## src/design/tbs_pkg.sv

```systemverilog
// ----------------------------------------------------------------------------
// tbs_pkg
// Shared constants, register codes and controller/datapath types of the
// texture sampler.
// ----------------------------------------------------------------------------
package tbs_pkg;

   localparam int MAX_WIDTH  = 256;
   localparam int MAX_HEIGHT = 256;
   localparam int COL_W      = $clog2(MAX_WIDTH);
   localparam int ROW_W      = $clog2(MAX_HEIGHT);
   localparam int ADDR_W     = $clog2(MAX_WIDTH * MAX_HEIGHT);
   localparam int DEPTH      = MAX_WIDTH * MAX_HEIGHT;

   localparam int SIZE_W  = 9;
   localparam int CH_W    = 16;
   localparam int TEX_W   = 3 * CH_W;
   localparam int GAIN_W  = 16;
   localparam int COORD_W = 32;
   localparam int POS_W   = 44;
   localparam int FRAC_W  = 16;
   localparam int INT_W   = POS_W - FRAC_W;
   localparam int CNT_W   = $clog2(INT_W);

   localparam int PADDR_W = 5;
   localparam int PDATA_W = 32;

   localparam logic [2:0] REG_WIDTH  = 3'd0;
   localparam logic [2:0] REG_HEIGHT = 3'd1;
   localparam logic [2:0] REG_BORDER = 3'd2;
   localparam logic [2:0] REG_FILTER = 3'd3;
   localparam logic [2:0] REG_GAIN   = 3'd4;

   localparam logic OP_LOAD   = 1'b0;
   localparam logic OP_SAMPLE = 1'b1;

   localparam logic BORDER_CLAMP  = 1'b0;
   localparam logic FILTER_NEAR   = 1'b0;

   typedef struct packed {
      logic [SIZE_W-1:0] width;
      logic [SIZE_W-1:0] height;
      logic              border;
      logic              filter;
      logic [GAIN_W-1:0] gain;
   } cfg_type;

   typedef struct packed {
      logic       accept;
      logic       mult;
      logic       prep;
      logic       mod_load;
      logic       mod_step;
      logic       fix;
      logic       axis_y;
      logic [1:0] rd_sel;
      logic       cap_en;
      logic [1:0] cap_sel;
      logic       near;
      logic       row0;
      logic       row1;
      logic       col;
      logic       expose;
   } cmd_type;

endpackage

```

## src/design/tbs_ctrl.sv

```systemverilog
// ----------------------------------------------------------------------------
// tbs_ctrl
// Sequencer: steps the datapath through mapping, remainder, fetch, blend (bilinear only) and exposure.
// ----------------------------------------------------------------------------
module tbs_ctrl
   import tbs_pkg::*;
(
   input  logic    clock,
   input  logic    reset,
   input  logic    start,
   input  logic    op,
   input  logic    filter,
   output logic    busy,
   output cmd_type cmd
);

   localparam logic [4:0] S_IDLE = 5'd0;
   localparam logic [4:0] S_MULT = 5'd1;
   localparam logic [4:0] S_PREP = 5'd2;
   localparam logic [4:0] S_LDX  = 5'd3;
   localparam logic [4:0] S_MODX = 5'd4;
   localparam logic [4:0] S_FIXX = 5'd5;
   localparam logic [4:0] S_LDY  = 5'd6;
   localparam logic [4:0] S_MODY = 5'd7;
   localparam logic [4:0] S_FIXY = 5'd8;
   localparam logic [4:0] S_RD0  = 5'd9;
   localparam logic [4:0] S_RD1  = 5'd10;
   localparam logic [4:0] S_RD2  = 5'd11;
   localparam logic [4:0] S_RD3  = 5'd12;
   localparam logic [4:0] S_RD4  = 5'd13;
   localparam logic [4:0] S_NEAR = 5'd14;
   localparam logic [4:0] S_ROW0 = 5'd15;
   localparam logic [4:0] S_ROW1 = 5'd16;
   localparam logic [4:0] S_COL  = 5'd17;
   localparam logic [4:0] S_EXP  = 5'd18;

   logic [4:0]       state_ff, state_in;
   logic [CNT_W-1:0] cnt_ff, cnt_in;
   logic             last_step;

   assign last_step = (cnt_ff == CNT_W'(INT_W - 1));
   assign busy      = (state_ff != S_IDLE);

   always_comb begin
      state_in = state_ff;
      cnt_in   = cnt_ff;
      unique case (state_ff)
         S_IDLE: if (start && op == OP_SAMPLE) state_in = S_MULT;
         S_MULT: state_in = S_PREP;
         S_PREP: state_in = S_LDX;
         S_LDX: begin
            cnt_in   = '0;
            state_in = S_MODX;
         end
         S_MODX: begin
            cnt_in = cnt_ff + 1'b1;
            if (last_step) state_in = S_FIXX;
         end
         S_FIXX: state_in = S_LDY;
         S_LDY: begin
            cnt_in   = '0;
            state_in = S_MODY;
         end
         S_MODY: begin
            cnt_in = cnt_ff + 1'b1;
            if (last_step) state_in = S_FIXY;
         end
         S_FIXY: state_in = S_RD0;
         S_RD0:  state_in = (filter == FILTER_NEAR) ? S_NEAR : S_RD1;
         S_RD1:  state_in = S_RD2;
         S_RD2:  state_in = S_RD3;
         S_RD3:  state_in = S_RD4;
         S_RD4:  state_in = S_ROW0;
         S_NEAR: state_in = S_EXP;
         S_ROW0: state_in = S_ROW1;
         S_ROW1: state_in = S_COL;
         S_COL:  state_in = S_EXP;
         S_EXP:  state_in = S_IDLE;
         default: state_in = S_IDLE;
      endcase
   end

   always_comb begin
      cmd          = '0;
      cmd.accept   = (state_ff == S_IDLE) && start;
      cmd.mult     = (state_ff == S_MULT);
      cmd.prep     = (state_ff == S_PREP);
      cmd.mod_load = (state_ff == S_LDX) || (state_ff == S_LDY);
      cmd.mod_step = (state_ff == S_MODX) || (state_ff == S_MODY);
      cmd.fix      = (state_ff == S_FIXX) || (state_ff == S_FIXY);
      cmd.axis_y   = (state_ff == S_LDY) || (state_ff == S_FIXY);
      cmd.near     = (state_ff == S_NEAR);
      cmd.row0     = (state_ff == S_ROW0);
      cmd.row1     = (state_ff == S_ROW1);
      cmd.col      = (state_ff == S_COL);
      cmd.expose   = (state_ff == S_EXP);
      unique case (state_ff)
         S_RD1: cmd.rd_sel = 2'd1;
         S_RD2: cmd.rd_sel = 2'd2;
         S_RD3: cmd.rd_sel = 2'd3;
         default: cmd.rd_sel = 2'd0;
      endcase
      cmd.cap_en = (state_ff == S_RD1) || (state_ff == S_RD2) ||
                   (state_ff == S_RD3) || (state_ff == S_RD4);
      unique case (state_ff)
         S_RD2: cmd.cap_sel = 2'd1;
         S_RD3: cmd.cap_sel = 2'd2;
         S_RD4: cmd.cap_sel = 2'd3;
         default: cmd.cap_sel = 2'd0;
      endcase
   end

   always_ff @(posedge clock) begin
      if (reset) begin
         state_ff <= S_IDLE;
         cnt_ff   <= '0;
      end else begin
         state_ff <= state_in;
         cnt_ff   <= cnt_in;
      end
   end

endmodule

```

## config.mk

```make
export PLATFORM = sky130hd
export DESIGN_NAME = tbs_ctrl
export DESIGN_NICKNAME = d
export VERILOG_FILES = /design/src/design/tbs_pkg.sv /design/src/design/tbs_ctrl.sv
export SDC_FILE = /design/constraint.sdc
export NUM_CORES = 1
export LEC_CHECK = 0
export BUFFER_PORTS_ARGS = -buffer_cell sky130_fd_sc_hd__buf_2
export CORE_UTILIZATION = 49
export DETAILED_ROUTE_END_ITERATION = 6
export GPL_ROUTABILITY_DRIVEN = 0
export GPL_TIMING_DRIVEN = 0
export HOLD_SLACK_MARGIN = 0.12
export PLACE_DENSITY_LB_ADDON = 0.05
export SLEW_MARGIN = 5
export SYNTH_ARGS = -nofsm -noshare
export SYNTH_HDL_FRONTEND = slang
export SYNTH_SLANG_ARGS = --single-unit
```

## constraint.sdc

```tcl
create_clock -name clock -period 2.27 [get_ports clock]
set_clock_uncertainty 0.15 [all_clocks]
set_input_delay 0.3405 -clock clock [delete_from_list [all_inputs] [get_ports clock]]
set_output_delay 0.3405 -clock clock [all_outputs]
set_load 0.05 [all_outputs]
```

==> flow_metrics.env <==
export IMPL_portBuffers=22
export IMPL_clkLatencyLatePin_ns=0.26
export IMPL_crit_required_ns=1.78
export IMPL_vias_per_cell=5.892
export IMPL_grt_max_degree=11
export IMPL_die_h_um=41.27
export IMPL_max_freq_mhz=465.8
export IMPL_n_antenna_cell=0
export IMPL_clk_pin_slew_worst_paths_ns=0.06
export IMPL_arrival_ns=1.66
export IMPL_dpl_cell_area_um2=905.9
export IMPL_firstDrtPassIters=4
export IMPL_start_util=0.5531
export IMPL_p_leak_nw=0.4076
export IMPL_clk_path_buf_depth=2
export IMPL_post_cts_buffers=0
export IMPL_setup_viol=0
export IMPL_cts_sinks=10
export IMPL_rsz0062_at_grt="no"
export IMPL_cts_root_buf="clkbuf_4"
export IMPL_dp_hpwl_um=1375
export IMPL_yosysWarnings=0
export IMPL_min_period_ns=2.147
export IMPL_synth_nets=105
export IMPL_tritoncts="yes"
export IMPL_ios=23
export IMPL_yosysSeqAreaShare=0.2649
export IMPL_synth_seq_cells=10
export IMPL_die_area_mm2=0.001703
export IMPL_drive_gt1_frac=0.3468
export IMPL_post_route_util=0.6877
export IMPL_drt_iter0_drc=26
export IMPL_htreeDepth=1
export IMPL_critPathLaunchType="flip-flop"
export IMPL_cts_resized=1
export IMPL_outcome="complete, no violations"
export IMPL_cp_max_fo=10
export IMPL_post_route_drc_count=0
export IMPL_cts_hold_fix_buffers=0
export IMPL_vdd_drop_max_mv=0.8511
export IMPL_synth_area_um2=755.7
export IMPL_cp_end_kind="primary output"
export IMPL_hold_violations=0
export IMPL_post_place_ws_ns=0.2435
export IMPL_synthCells=99
export IMPL_max_cap_violations=0
export IMPL_final_antenna_net_count=0
export IMPL_tightest_slew_ns=0.4891
export IMPL_fin_crit_sh=0.9457
export IMPL_yosys_top_cells_area="dfxtp_1 (26%), nor2_1 (6.5%), nand2_1 (5.5%), nor3_1 (4.6%), a21oi_1 (4.0%)"
export IMPL_netlist_cell_type_count=35
export IMPL_core_area_mm2=0.001366
export IMPL_critical_path_class="reg2out"
export IMPL_via_count=819
export IMPL_wl_per_cell_um=13.20
export IMPL_final_common_cell="buf_2"
export IMPL_die_x_um=41.27
export IMPL_power_density_mw_per_mm2=1104
export IMPL_antenna_found_initial=0
export IMPL_grt_pass1_wl_um=2725
export IMPL_first_global_vias=623
export IMPL_cts_buffers=3
export IMPL_max_slew_margin=0.6715
export IMPL_setup_tns_ns=0
export IMPL_layout_setup_ws_ns=0.1234
export IMPL_hold_class="in2reg"
export IMPL_yosysTopAreaCell="dfxtp_1"
export IMPL_final_cell_area_um2=939.7
export IMPL_track_usage=0.2452
export IMPL_layout_nets=132
export IMPL_syn2layout_area_growth_pct=24.34
export IMPL_post_synth_top_area_fraction=0.2649
export IMPL_syn_avg_cell_area_um2=7.634
export IMPL_gr_total_overflow=0
export IMPL_slew_violations=0
export IMPL_mostFrequentLayoutCells="buf_2 (25), nor2_1 (13), nand2_1 (11)"
export IMPL_routed_wl_um=1835
export IMPL_num_rows=13
[logic make-up (layout without fill, tap and decap cells)]
group | Yosys count | count (layout) | share of synthesized area
DFF | 10 | 10 | 0.2649
xor gates and xnor gates | 3 | 3 | 0.04471
buffers and inverters | 11 | 36 | 0.06952
adders and majority gates | 1 | 1 | 0.01655
and+or+nand+nor | 52 | 52 | 0.3808
AOI/OAI and AO/OA | 22 | 22 | 0.2235
[synth_stat cells, drive strengths merged]
master   count
nor2        13
nand2       11
dfxtp       10
nor3         7
a21oi        6
a211oi       4
a311oi       4
buf          4
clkbuf       4
and3         3
inv          3
nand2b       3
nand3        3
nor4         3
a41oi        2
nor3b        2
o22ai        2
xnor2        2
a211o        1
a2bb2oi      1
a31oi        1
and4         1
and4b        1
ha           1
nand3b       1
nor2b        1
nor4b        1
o22a         1
or2          1
or4b         1
xor2         1
[metal layers]
metal	share of wire	track usage	routed length [um]
met3	0.059	0.09783	108
met1	0.45	0.3311	831
met4	0	0	0
met5	0	0	0
met2	0.49	0.3906	895
[sequential cells by signal, summed over array words and instances, names as in the netlist]
name / count
cnt_ff: 5
state_ff: 5
[report_power, final]
part	total [W]	internal, W	leakage [nW]	switching [W]
sequential	0.000216	0.000201	0.0813	0.0000151
clock	0.000116	0.0000610	0.0138	0.0000554
combinational	0.000705	0.000220	0.313	0.000485
total	0.00104	0.000482	0.408	0.000556
[worst max-delay path, stage by stage (launching register included)]
cell	delay [ns]
dfxtp_1	0.48
buf_2	0.28
nor3b_1	0.21
a21oi_1	0.07
nor3_2	0.10
clkbuf_4	0.24
[per-stage QoR]
stage               total power (W)  instances  hold slack (ns)
CTS                        0.001034        139           0.1741
global route               0.001108        139           0.1808
global placement          0.0008998        136           0.3171
detailed placement        0.0009134        136           0.3357
floorplan                 0.0007912         99           0.2936
finish                     0.001037        139           0.1774
[final timing paths]
kind / from / to / slack (ns) / cells after the start
min: reset / state_ff[1] / 0.18 / 3
max: state_ff[3] / cmd[10] / 0.12 / 5
min reg2reg: cnt_ff[4] / cnt_ff[4] / 0.35 / 1
max reg2reg: cnt_ff[0] / state_ff[0] / 0.39 / 5
[cell type report]
type | instances | area (um^2)
Multi-Input combinational cell | 78 | 529.3
Fill cell | 122 | 426.7
Sequential cell | 10 | 200.2
Timing Repair Buffer | 22 | 112.6
Buffer | 8 | 45.04
Clock buffer | 3 | 22.52
Tap cell | 15 | 18.77
Inverter | 3 | 11.26
Power figures use the tool's default switching activity.
