$ cat config.mk
export PLATFORM = sky130hd
export DESIGN_NAME = tbs_csr
export DESIGN_NICKNAME = d
export VERILOG_FILES = /design/src/design/tbs_pkg.sv /design/src/design/tbs_csr.sv
export SDC_FILE = /design/constraint.sdc
export NUM_CORES = 1
export LEC_CHECK = 0
export ABC_AREA = 1
export BUFFER_PORTS_ARGS = -buffer_cell sky130_fd_sc_hd__buf_2
export CORE_MARGIN = 3
export CORE_UTILIZATION = 30
export CTS_CLUSTER_DIAMETER = 150
export DETAILED_ROUTE_END_ITERATION = 7
export HOLD_SLACK_MARGIN = 0.06
export SETUP_SLACK_MARGIN = 0.3
export SLEW_MARGIN = 20
export SYNTH_ARGS = -nofsm -noshare
export SYNTH_HDL_FRONTEND = slang
export SYNTH_SLANG_ARGS = --single-unit
$ cat constraint.sdc
create_clock -name clock -period 1.45 [get_ports clock]
set_input_delay 0 -clock clock [delete_from_list [all_inputs] [get_ports clock]]
set_output_delay 0 -clock clock [all_outputs]
set_load 0.02 [all_outputs]
$ cat src/design/tbs_pkg.sv
// ----------------------------------------------------------------------------
// tbs_pkg
// Shared constants, register codes and controller/datapath types of the
// texture sampler.
// ----------------------------------------------------------------------------
package tbs_pkg;

   localparam int MAX_WIDTH  = 256;
   localparam int MAX_HEIGHT = 256;
   localparam int COL_W      = $clog2(MAX_WIDTH);
   localparam int ROW_W      = $clog2(MAX_HEIGHT);
   localparam int ADDR_W     = $clog2(MAX_WIDTH * MAX_HEIGHT);
   localparam int DEPTH      = MAX_WIDTH * MAX_HEIGHT;

   localparam int SIZE_W  = 9;
   localparam int CH_W    = 16;
   localparam int TEX_W   = 3 * CH_W;
   localparam int GAIN_W  = 16;
   localparam int COORD_W = 32;
   localparam int POS_W   = 44;
   localparam int FRAC_W  = 16;
   localparam int INT_W   = POS_W - FRAC_W;
   localparam int CNT_W   = $clog2(INT_W);

   localparam int PADDR_W = 5;
   localparam int PDATA_W = 32;

   localparam logic [2:0] REG_WIDTH  = 3'd0;
   localparam logic [2:0] REG_HEIGHT = 3'd1;
   localparam logic [2:0] REG_BORDER = 3'd2;
   localparam logic [2:0] REG_FILTER = 3'd3;
   localparam logic [2:0] REG_GAIN   = 3'd4;

   localparam logic OP_LOAD   = 1'b0;
   localparam logic OP_SAMPLE = 1'b1;

   localparam logic BORDER_CLAMP  = 1'b0;
   localparam logic FILTER_NEAR   = 1'b0;

   typedef struct packed {
      logic [SIZE_W-1:0] width;
      logic [SIZE_W-1:0] height;
      logic              border;
      logic              filter;
      logic [GAIN_W-1:0] gain;
   } cfg_type;

   typedef struct packed {
      logic       accept;
      logic       mult;
      logic       prep;
      logic       mod_load;
      logic       mod_step;
      logic       fix;
      logic       axis_y;
      logic [1:0] rd_sel;
      logic       cap_en;
      logic [1:0] cap_sel;
      logic       near;
      logic       row0;
      logic       row1;
      logic       col;
      logic       expose;
   } cmd_type;

endpackage

$ cat src/design/tbs_csr.sv
// ----------------------------------------------------------------------------
// tbs_csr
// Configuration registers behind the APB-style port.
// ----------------------------------------------------------------------------
module tbs_csr
   import tbs_pkg::*;
(
   input  logic               clock,
   input  logic               reset,
   input  logic               psel,
   input  logic               penable,
   input  logic               pwrite,
   input  logic [PADDR_W-1:0] paddr,
   input  logic [PDATA_W-1:0] pwdata,
   output logic [PDATA_W-1:0] prdata,
   output logic               pready,
   output cfg_type            cfg
);

   cfg_type    cfg_ff;
   logic [2:0] index;

   assign index  = paddr[4:2];
   assign pready = 1'b1;
   assign cfg    = cfg_ff;

   always_ff @(posedge clock) begin
      if (reset) begin
         cfg_ff.width  <= SIZE_W'(256);
         cfg_ff.height <= SIZE_W'(256);
         cfg_ff.border <= 1'b1;
         cfg_ff.filter <= 1'b1;
         cfg_ff.gain   <= GAIN_W'(256);
      end else if (psel && penable && pwrite) begin
         unique case (index)
            REG_WIDTH:  cfg_ff.width  <= pwdata[SIZE_W-1:0];
            REG_HEIGHT: cfg_ff.height <= pwdata[SIZE_W-1:0];
            REG_BORDER: cfg_ff.border <= pwdata[0];
            REG_FILTER: cfg_ff.filter <= pwdata[0];
            REG_GAIN:   cfg_ff.gain   <= pwdata[GAIN_W-1:0];
            default: ;
         endcase
      end
   end

   always_comb begin
      unique case (index)
         REG_WIDTH:  prdata = PDATA_W'(cfg_ff.width);
         REG_HEIGHT: prdata = PDATA_W'(cfg_ff.height);
         REG_BORDER: prdata = PDATA_W'(cfg_ff.border);
         REG_FILTER: prdata = PDATA_W'(cfg_ff.filter);
         REG_GAIN:   prdata = PDATA_W'(cfg_ff.gain);
         default:    prdata = '0;
      endcase
   end

endmodule

==> results, run 1 <==
- The synthesized design devotes to its leading area cell type between 30% and 40% of total area.
- Compared with the post-synthesis result, the final layout area differs by 31.1%.
- The worst register-to-register path begins at cfg[35]$_SDFFE_PP1P_.
- The die footprint is 7680 sq um.
- nor2_1 is the most common cell in the netlist.
- Synthesis inferred 36 register bits.
- Of the total power, combinational logic draws 15.9%.
- The number of unique standard cell types used by synthesis is 20.
- The most used flip-flop cell after synthesis is dfxtp_1.
- Summed over all failing endpoints, the final setup total negative slack is 0 ns.
- The worst register-to-register path ends at cfg[35]$_SDFFE_PP1P_.
- After technology mapping, the gate count stands at between 300 and 400.
- The synthesized design spends more area on one cell type than any other, namely dfxtp_1.
- The nature of the critical path endpoint is an output pin.
- The worst hold path begins at pwdata[3].
- The total net switching power is ~570 uW.
- The number of cells on the worst reg-to-reg path is 2.
- The count of H-tree levels built during CTS is 2.
- The deepest clock path buffer count is 2.
- Yosys attributes the largest share of cell area to dfxtp_1 (36%), nor2_1 (14%), nand2_1 (13%).
- Entering global routing, the biggest net connects 37 pins.
- In this run, the number of DRC markers left after iteration 0 of detailed routing was 93.
- The time the worst path needs with I/O delays and setup is 1.05 ns.
- The final clock period utilization by the worst path is around 73%.
- Yosys mapped a number of flops with a built-in enable equal to 0.
- The synthesized netlist devotes 0% of its cell area to XOR and XNOR gates.
- The number of clock buffers inserted by TritonCTS is 5.
- The TritonCTS clock tree is done.
- The ratio of total power to cell area is between 700 and 800 nW/um^2.
- The number of maximum-capacitance violations is 0.
- The height of the die is 87.6 microns.
- Net switching is a little over a quarter of the power.
- The remaining global-route overflow is 0.
- The clock tree skew after final layout is 0 ns.
- The highest fanout seen on the critical path is 3.
- The starting density of the core is a little under a third.
- Based on the critical path, the design can be clocked at up to ~950 MHz.
- The initial antenna violation count is 0.
- Data arrives at the worst endpoint at between 1 and 1.5 ns.
- The routed layout has 1987 vias.
- For this run, the detailed router's first-pass iteration total came to 4.
- The clock share of power is 35.2%.
- Of the total synthesized cell area, the portion taken by AND, OR, NAND and NOR gates is between 40% and 50%.
- The number of antenna diodes in the final layout is 0.
- The number of global-route vias before repair came to between 1500 and 2000.
- The detailed-placement wirelength estimate is 3560 microns.
- Setup repair after global routing left no endpoint under its margin.
- Pin placement for this block handled about 110 I/O pins.
- In the routed design, unresolved DRC markers number 0.
- The first global-routing pass estimated about 8200 microns of wire.
- The remaining number of nets flagged by the antenna check after routing is 0.
- Ranked by instance count, the synthesized netlist is headed by nor2_1 (72), nand2_1 (69), nand3_1 (49).
- Summing the areas of all compound-gate instances in the mapped netlist gives less than 1% of the synthesized area.
- The fill cell instance count of the final layout is 714.
- After synthesis, the largest family of logic cells by area is simple AND/OR/NAND/NOR gates.
- Dividing the detail-routed wire length by the instance count gives about 11 microns.
- Row generation in the floorplan step produced 29 rows.
- The total internal power is ~1500 uW.
- The startpoint class of the critical path is a register.
- During synthesis, Yosys emitted a total of 0 warnings.
- Setup violations remaining at the end of the flow were counted as 0.
- The register clock-pin slew on the reported worst setup and hold paths is 0.07 ns.
- The register with the most flip-flops in the layout has 36 of them.
- The number of instances on the worst hold path is 5.
- The flow ran to the end, and the final reports show no timing, DRC or antenna violations.
- Summed over all layers, the routed wires come to around 5300 microns.
- The maximum ir drop on the vdd rail is roughly 0.00041 V.
- The hold path endpoint is cfg[3]$_SDFFE_PP0P_.
- The total global-route track usage is between 10% and 20%.
- Routability-driven placement finished with a final weighted congestion of about 0.72.
- Averaged over all synthesized cells, the footprint is between 6 and 7 sq um.
- The relative contribution of sequential cells to total power is 48.9%.
- Dividing the detail-routed via count by the number of cells gives between 4 and 5.
- The fraction of final layout cells with drive strength greater than 1 is between 20% and 30%.
- The total clock sinks is 36.
- The die is between 80 and 90 microns wide.
- The post-synthesis instance area is ~2000 sq um.
- The standby leakage power is roughly 0.0013 uW.
- For this run, asynchronously set or reset flops after synthesis account for 0%.
- The fraction of the mapped netlist area in adder cells is 0%.
- The net count of the finished layout is between 400 and 500.
- The critical path is of the register to output pin type.
- The latest clock arrival within the worst-skew pair is roughly 0.28 ns.
- Buffers placed on the I/O ports in this run total 75.
- The tree is rooted in a clkbuf_8.
- The number of slew-limit violations in the final report is 0.
- For this run, the share of the core covered by cells in the final layout is 41.0%.
- The setup slack on the worst flop-to-flop path is 0.82 ns.
- The proportion of synthesized chip area in sequential cells is a little over a third.
- The number of failing hold endpoints at the final stage is 0.
- The worst min-delay path category is input pin to register.
- The region available for standard cell placement spans ~6400 sq um.
- After synthesis, the share of cell area in mux cells is 0%.
- The data required time at the worst endpoint is between 1 and 1.5 ns.
critical path, cell delays in order, from the launching register on:
cell     delay (ns)
dfxtp_1        0.34
nand3_1        0.08
nand2_1        0.05
nor2_1         0.10
nand2_1        0.05
buf_2          0.15
final cells by class:
cell class	count	area, sq um	area share [%]
clock inverter	2	10.0	0.382
clock buffer	6	82.6	3.15
timing repair buffer	97	617	23.5
inverter	27	101	3.87
sequential	36	721	27.5
tap	77	96.3	3.68
multi-input combinational	223	993	37.9
layer usage:
layer	wire, microns	GRT usage, %
met2	2320	21.9
met1	2490	17.6
met5	0	0
met4	32	3.91
met3	421	4.05
power by group through the flow:
stage | logic (uW) | clock network, uW | registers (uW)
global placement | 284 | 0 | 1030
CTS | 315 | 764 | 1010
detailed placement | 285 | 0 | 1030
finish | 329 | 727 | 1010
global route | 365 | 807 | 1010
floorplan | 229 | 0 | 1050
what timing repair did:
item                                    CTS  global route
endpoints found under the setup margin    0             6
hold buffers                             14             0
resized for setup                         0             1
setup buffers                             0             4
endpoints found under the hold margin    21             0
kinds of logic after synthesis:
logic type	after synthesis
AO/OA/AOI/OAI	3
buffers and inverters	57
flip-flops	36
other	2
AND/OR/NAND/NOR	203
per-stage QoR:
step	total power [uW]	std cells	setup slack (ns)	area [sq um]	hold WS (ns)
4_1_cts	2090	464	0.377	2560	0.0615
6_report	2070	468	0.398	2620	0.0687
3_5_place_dp	1320	442	0.385	2330	0.258
3_3_place_gp	1320	442	0.383	2330	0.253
2_1_floorplan	1280	316	0.643	2060	0.126
5_1_grt	2180	468	0.308	2620	0.0912
placed cells by master, fill, tap and decap left out:
master	instances
clkinv_2	2
nor2_1	72
buf_4	4
o21ai_0	3
buf_2	75
clkbuf_8	6
dfxtp_1	36
nand4_1	1
nand2_4	1
dlygate4sd3_1	14
clkinv_1	1
nor3_1	1
nand2_2	2
buf_12	3
nand3_1	49
nor2_4	6
nand3_4	1
nand2_1	69
conb_1	17
buf_6	1
inv_2	3
nor2_8	1
inv_1	23
worst max-delay path by stage:
stage	start	end
2_1_floorplan	cfg[16]$_SDFFE_PP1P_	prdata[0]
3_3_place_gp	paddr[2]	cfg[30]$_SDFFE_PP0P_
3_5_place_dp	paddr[4]	cfg[6]$_SDFFE_PP0P_
4_1_cts	cfg[16]$_SDFFE_PP1P_	prdata[0]
5_1_grt	cfg[18]$_SDFFE_PP0P_	prdata[0]
6_report	cfg[0]$_SDFFE_PP0P_	prdata[0]
No activity file was read; power rests on OpenSTA's default activity.
==> run 2, diff against run 1 <==
- clock period: 1.45 -> 0.95 ns (I/O delays scaled with it)
==> results, run 2 (same netlist as run 1, synthesis figures left out) <==
- The run finished, with violations left.
- The checks that failed: hold timing, setup timing.
- The total clock sinks was 36 (unchanged).
- The launch instance of the worst register-to-register path is cfg[23]$_SDFFE_PP0P_.
- The commonest non-fill, non-tap cell in the layout is buf_6.
- The startpoint class of the critical path is a register.
- The data required time at the worst endpoint is 0.95 ns (-0.50 ns).
- The number of instances on the worst hold path is 3 (-2).
- The remaining number of nets flagged by the antenna check after routing was 0 (unchanged).
- The number of flip-flops in the largest register is 36 (unchanged).
- The number of slew-limit violations in the final report came to 0 (unchanged).
- In the layout the commonest cells are buf_6 (77), nor2_1 (59), nand2_1 (42).
- Static timing analysis puts the maximum clock frequency at a little over 900 MHz.
- The DRC violations left is 0 (unchanged).
- The endpoint identified for the worst register-to-register timing path is cfg[23]$_SDFFE_PP0P_.
- The worst hold slack across all endpoints came to -0.00455 ns (-0.0732 ns).
- The average wire per standard cell is 13.1 microns (+16%).
- The cell that appears most often on the critical path is nand2_1.
- The setup slack on the worst flop-to-flop path is 0.26 ns (-0.56 ns).
- The die width came to 87.6 microns (unchanged).
- The detailed-placement wirelength estimate is 3990 microns (+12%).
- The starting density of the core is 31.3% (unchanged).
- CTS placed an instance of clkbuf_8 at the clock tree root.
- The routability-driven placement congestion ratio was 0.787 (+9.2%).
- The total via count after detailed routing is 2236 (+13%).
- The I/O pin count is 111 (unchanged).
- The min-delay analysis places its worst path in the category input pin to register.
- The deepest clock path buffer count came to 2 (unchanged).
- TritonCTS built the clock tree.
- The fill cell instance count of the final layout is 603 (-16%).
- The total negative setup slack is -0.134 ns (-0.134 ns).
- The number of diodes added for antenna fixing is 0 (unchanged).
- The worst hold path begins at pwdata[0].
- The largest net degree at the start of global routing came to 37 (unchanged).
- The final net count is 457 (+5.8%).
- The latest clock arrival within the worst-skew pair is 0.28 ns (about the same).
- The die footprint is 7680 sq um (unchanged).
- The ratio of total power to cell area came to 904 nW/um^2 (+15%).
- The setup violation total in the final timing report is 1 (+1).
- The number of global-route vias before repair is 1872 (+4.8%).
- The fraction of final layout cells with drive strength greater than 1 is 60.1% (+33 points).
- The time the worst path needs with I/O delays and setup is 1.08 ns.
- The clock tree skew after final layout was 0 ns (unchanged).
- The height of the die came to 87.6 microns (unchanged).
- The remaining global-route overflow is 0 (unchanged).
- The number of buffers inserted by port buffering was 75 (unchanged).
- The initial antenna violation count is 0 (unchanged).
- The growth of design area from synthesis to finish is 85.2%.
- The slowest stage of the critical path belongs to the cell dfxtp_2.
- The total global-route track usage is 14.7% (+1.1 points).
- The register clock-pin slew on the reported worst setup and hold paths is 0.08 ns (about the same).
- The count of H-tree levels built during CTS was 2 (unchanged).
- The count of routing violations after the opening detailed-route iteration is 65 (-30%).
- The number of clock buffers inserted by TritonCTS is 5 (unchanged).
- The hold path endpoint is cfg[16]$_SDFFE_PP1P_.
- The final worst slack is -0.134 ns (-0.533 ns).
- The number of maximum-capacitance violations is 0 (unchanged).
- The maximum single-stage delay on the critical path is 0.35 ns (about the same).
- The first-pass GRT wire length is 8970 microns (+9.3%).
- The signal on the critical path passes through nand3_1 -> nand2_1 -> nor2_1 -> nand2_1 -> buf_6.
- The number of buffers inserted for hold repair after clock tree synthesis is 1 (-13).
- The final clock period utilization by the worst path is 114%.
- The ratio of routed vias to standard cells is 4.54 (+6.8%).
- Setup repair after global routing could not meet its margin everywhere.
- The nature of the critical path endpoint is an output pin.
- The critical path is of the register to output pin type.
- The number of failing hold endpoints at the final stage came to 1 (+1).
- The area of the placeable core is 6390 sq um (unchanged).
- The arrival time of data at the critical path endpoint was 1.08 ns (+0.03 ns).
- The final wirelength is 6440 microns (+22%).
- The number of cells on the worst reg-to-reg path is 3 (+1).
- The detailed-routing iteration count for the pre-antenna-repair pass is 4 (unchanged).
- The highest fanout seen on the critical path was 3 (unchanged).
- The row count is 29 (unchanged).
- The maximum ir drop on the vdd rail is 0.000645 V (+57%).
- The standby leakage power is 0.00178 uW (+32%).
[run 2: worst max-delay path by stage]
| stage | from | endpoint |
|---|---|---|
| after floorplan | cfg[12]$_SDFFE_PP0P_ | prdata[12] |
| after global placement | paddr[2] | cfg[28]$_SDFFE_PP0P_ |
| after detailed placement | paddr[2] | cfg[31]$_SDFFE_PP0P_ |
| after CTS | cfg[16]$_SDFFE_PP1P_ | prdata[0] |
| after global routing | cfg[16]$_SDFFE_PP1P_ | prdata[0] |
| final | cfg[0]$_SDFFE_PP0P_ | prdata[0] |
[run 2: critical path, delay by kind of cell (launching register included)]
kind	cells	cell delay, ns
and+or+nand+nor	4	0.33
buffers and inverters	1	0.13
DFF	1	0.35
[run 2: per-stage QoR]
stage          setup slack, ns  cells  total power [uW]  area [sq um]  utilization (%)
2_1_floorplan            0.152    316              1970          2210                -
3_3_place_gp           0.00712    453              2090          2610             40.9
3_5_place_dp           -0.0140    453              2090          2610             40.9
4_1_cts                 -0.126    466              3290          3160             49.5
5_1_grt                 -0.198    493              3490          3700             58.0
6_report                -0.134    493              3350          3700             58.0
[run 2: routing by layer]
layer / vias to the layer above / track usage [%] / share of wire, %
met2: 65 / 23.8 / 50
met4: 0 / 5.44 / 1.6
met1: 1039 / 19.5 / 43
met3: 8 / 2.35 / 4.8
met5: - / 0 / 0
li1: 1124 / - / -
[run 2: power by group]
group | leakage, uW | switching [uW] | internal (uW)
sequential | 0.000307 | 22.2 | 1500
clock | 0.0000445 | 557 | 590
combinational | 0.00143 | 387 | 291
[run 2: cell type report]
type                       count  area, sq um  share of cell area, %
timing repair buffer         122         1310                   35.4
clock buffer                   7         86.3                   2.33
clock inverter                 1         7.51                  0.203
tap                           77         96.3                   2.60
inverter                      27          109                   2.94
multi-input combinational    223         1300                   35.1
sequential                    36          793                   21.4
[run 2: what timing repair did]
item,in CTS,in global routing
cloned,0,2
setup buffers,4,25
endpoints found under the hold margin,15,7
endpoints found under the setup margin,57,83
gates resized for setup,154,90
pin swaps,35,30
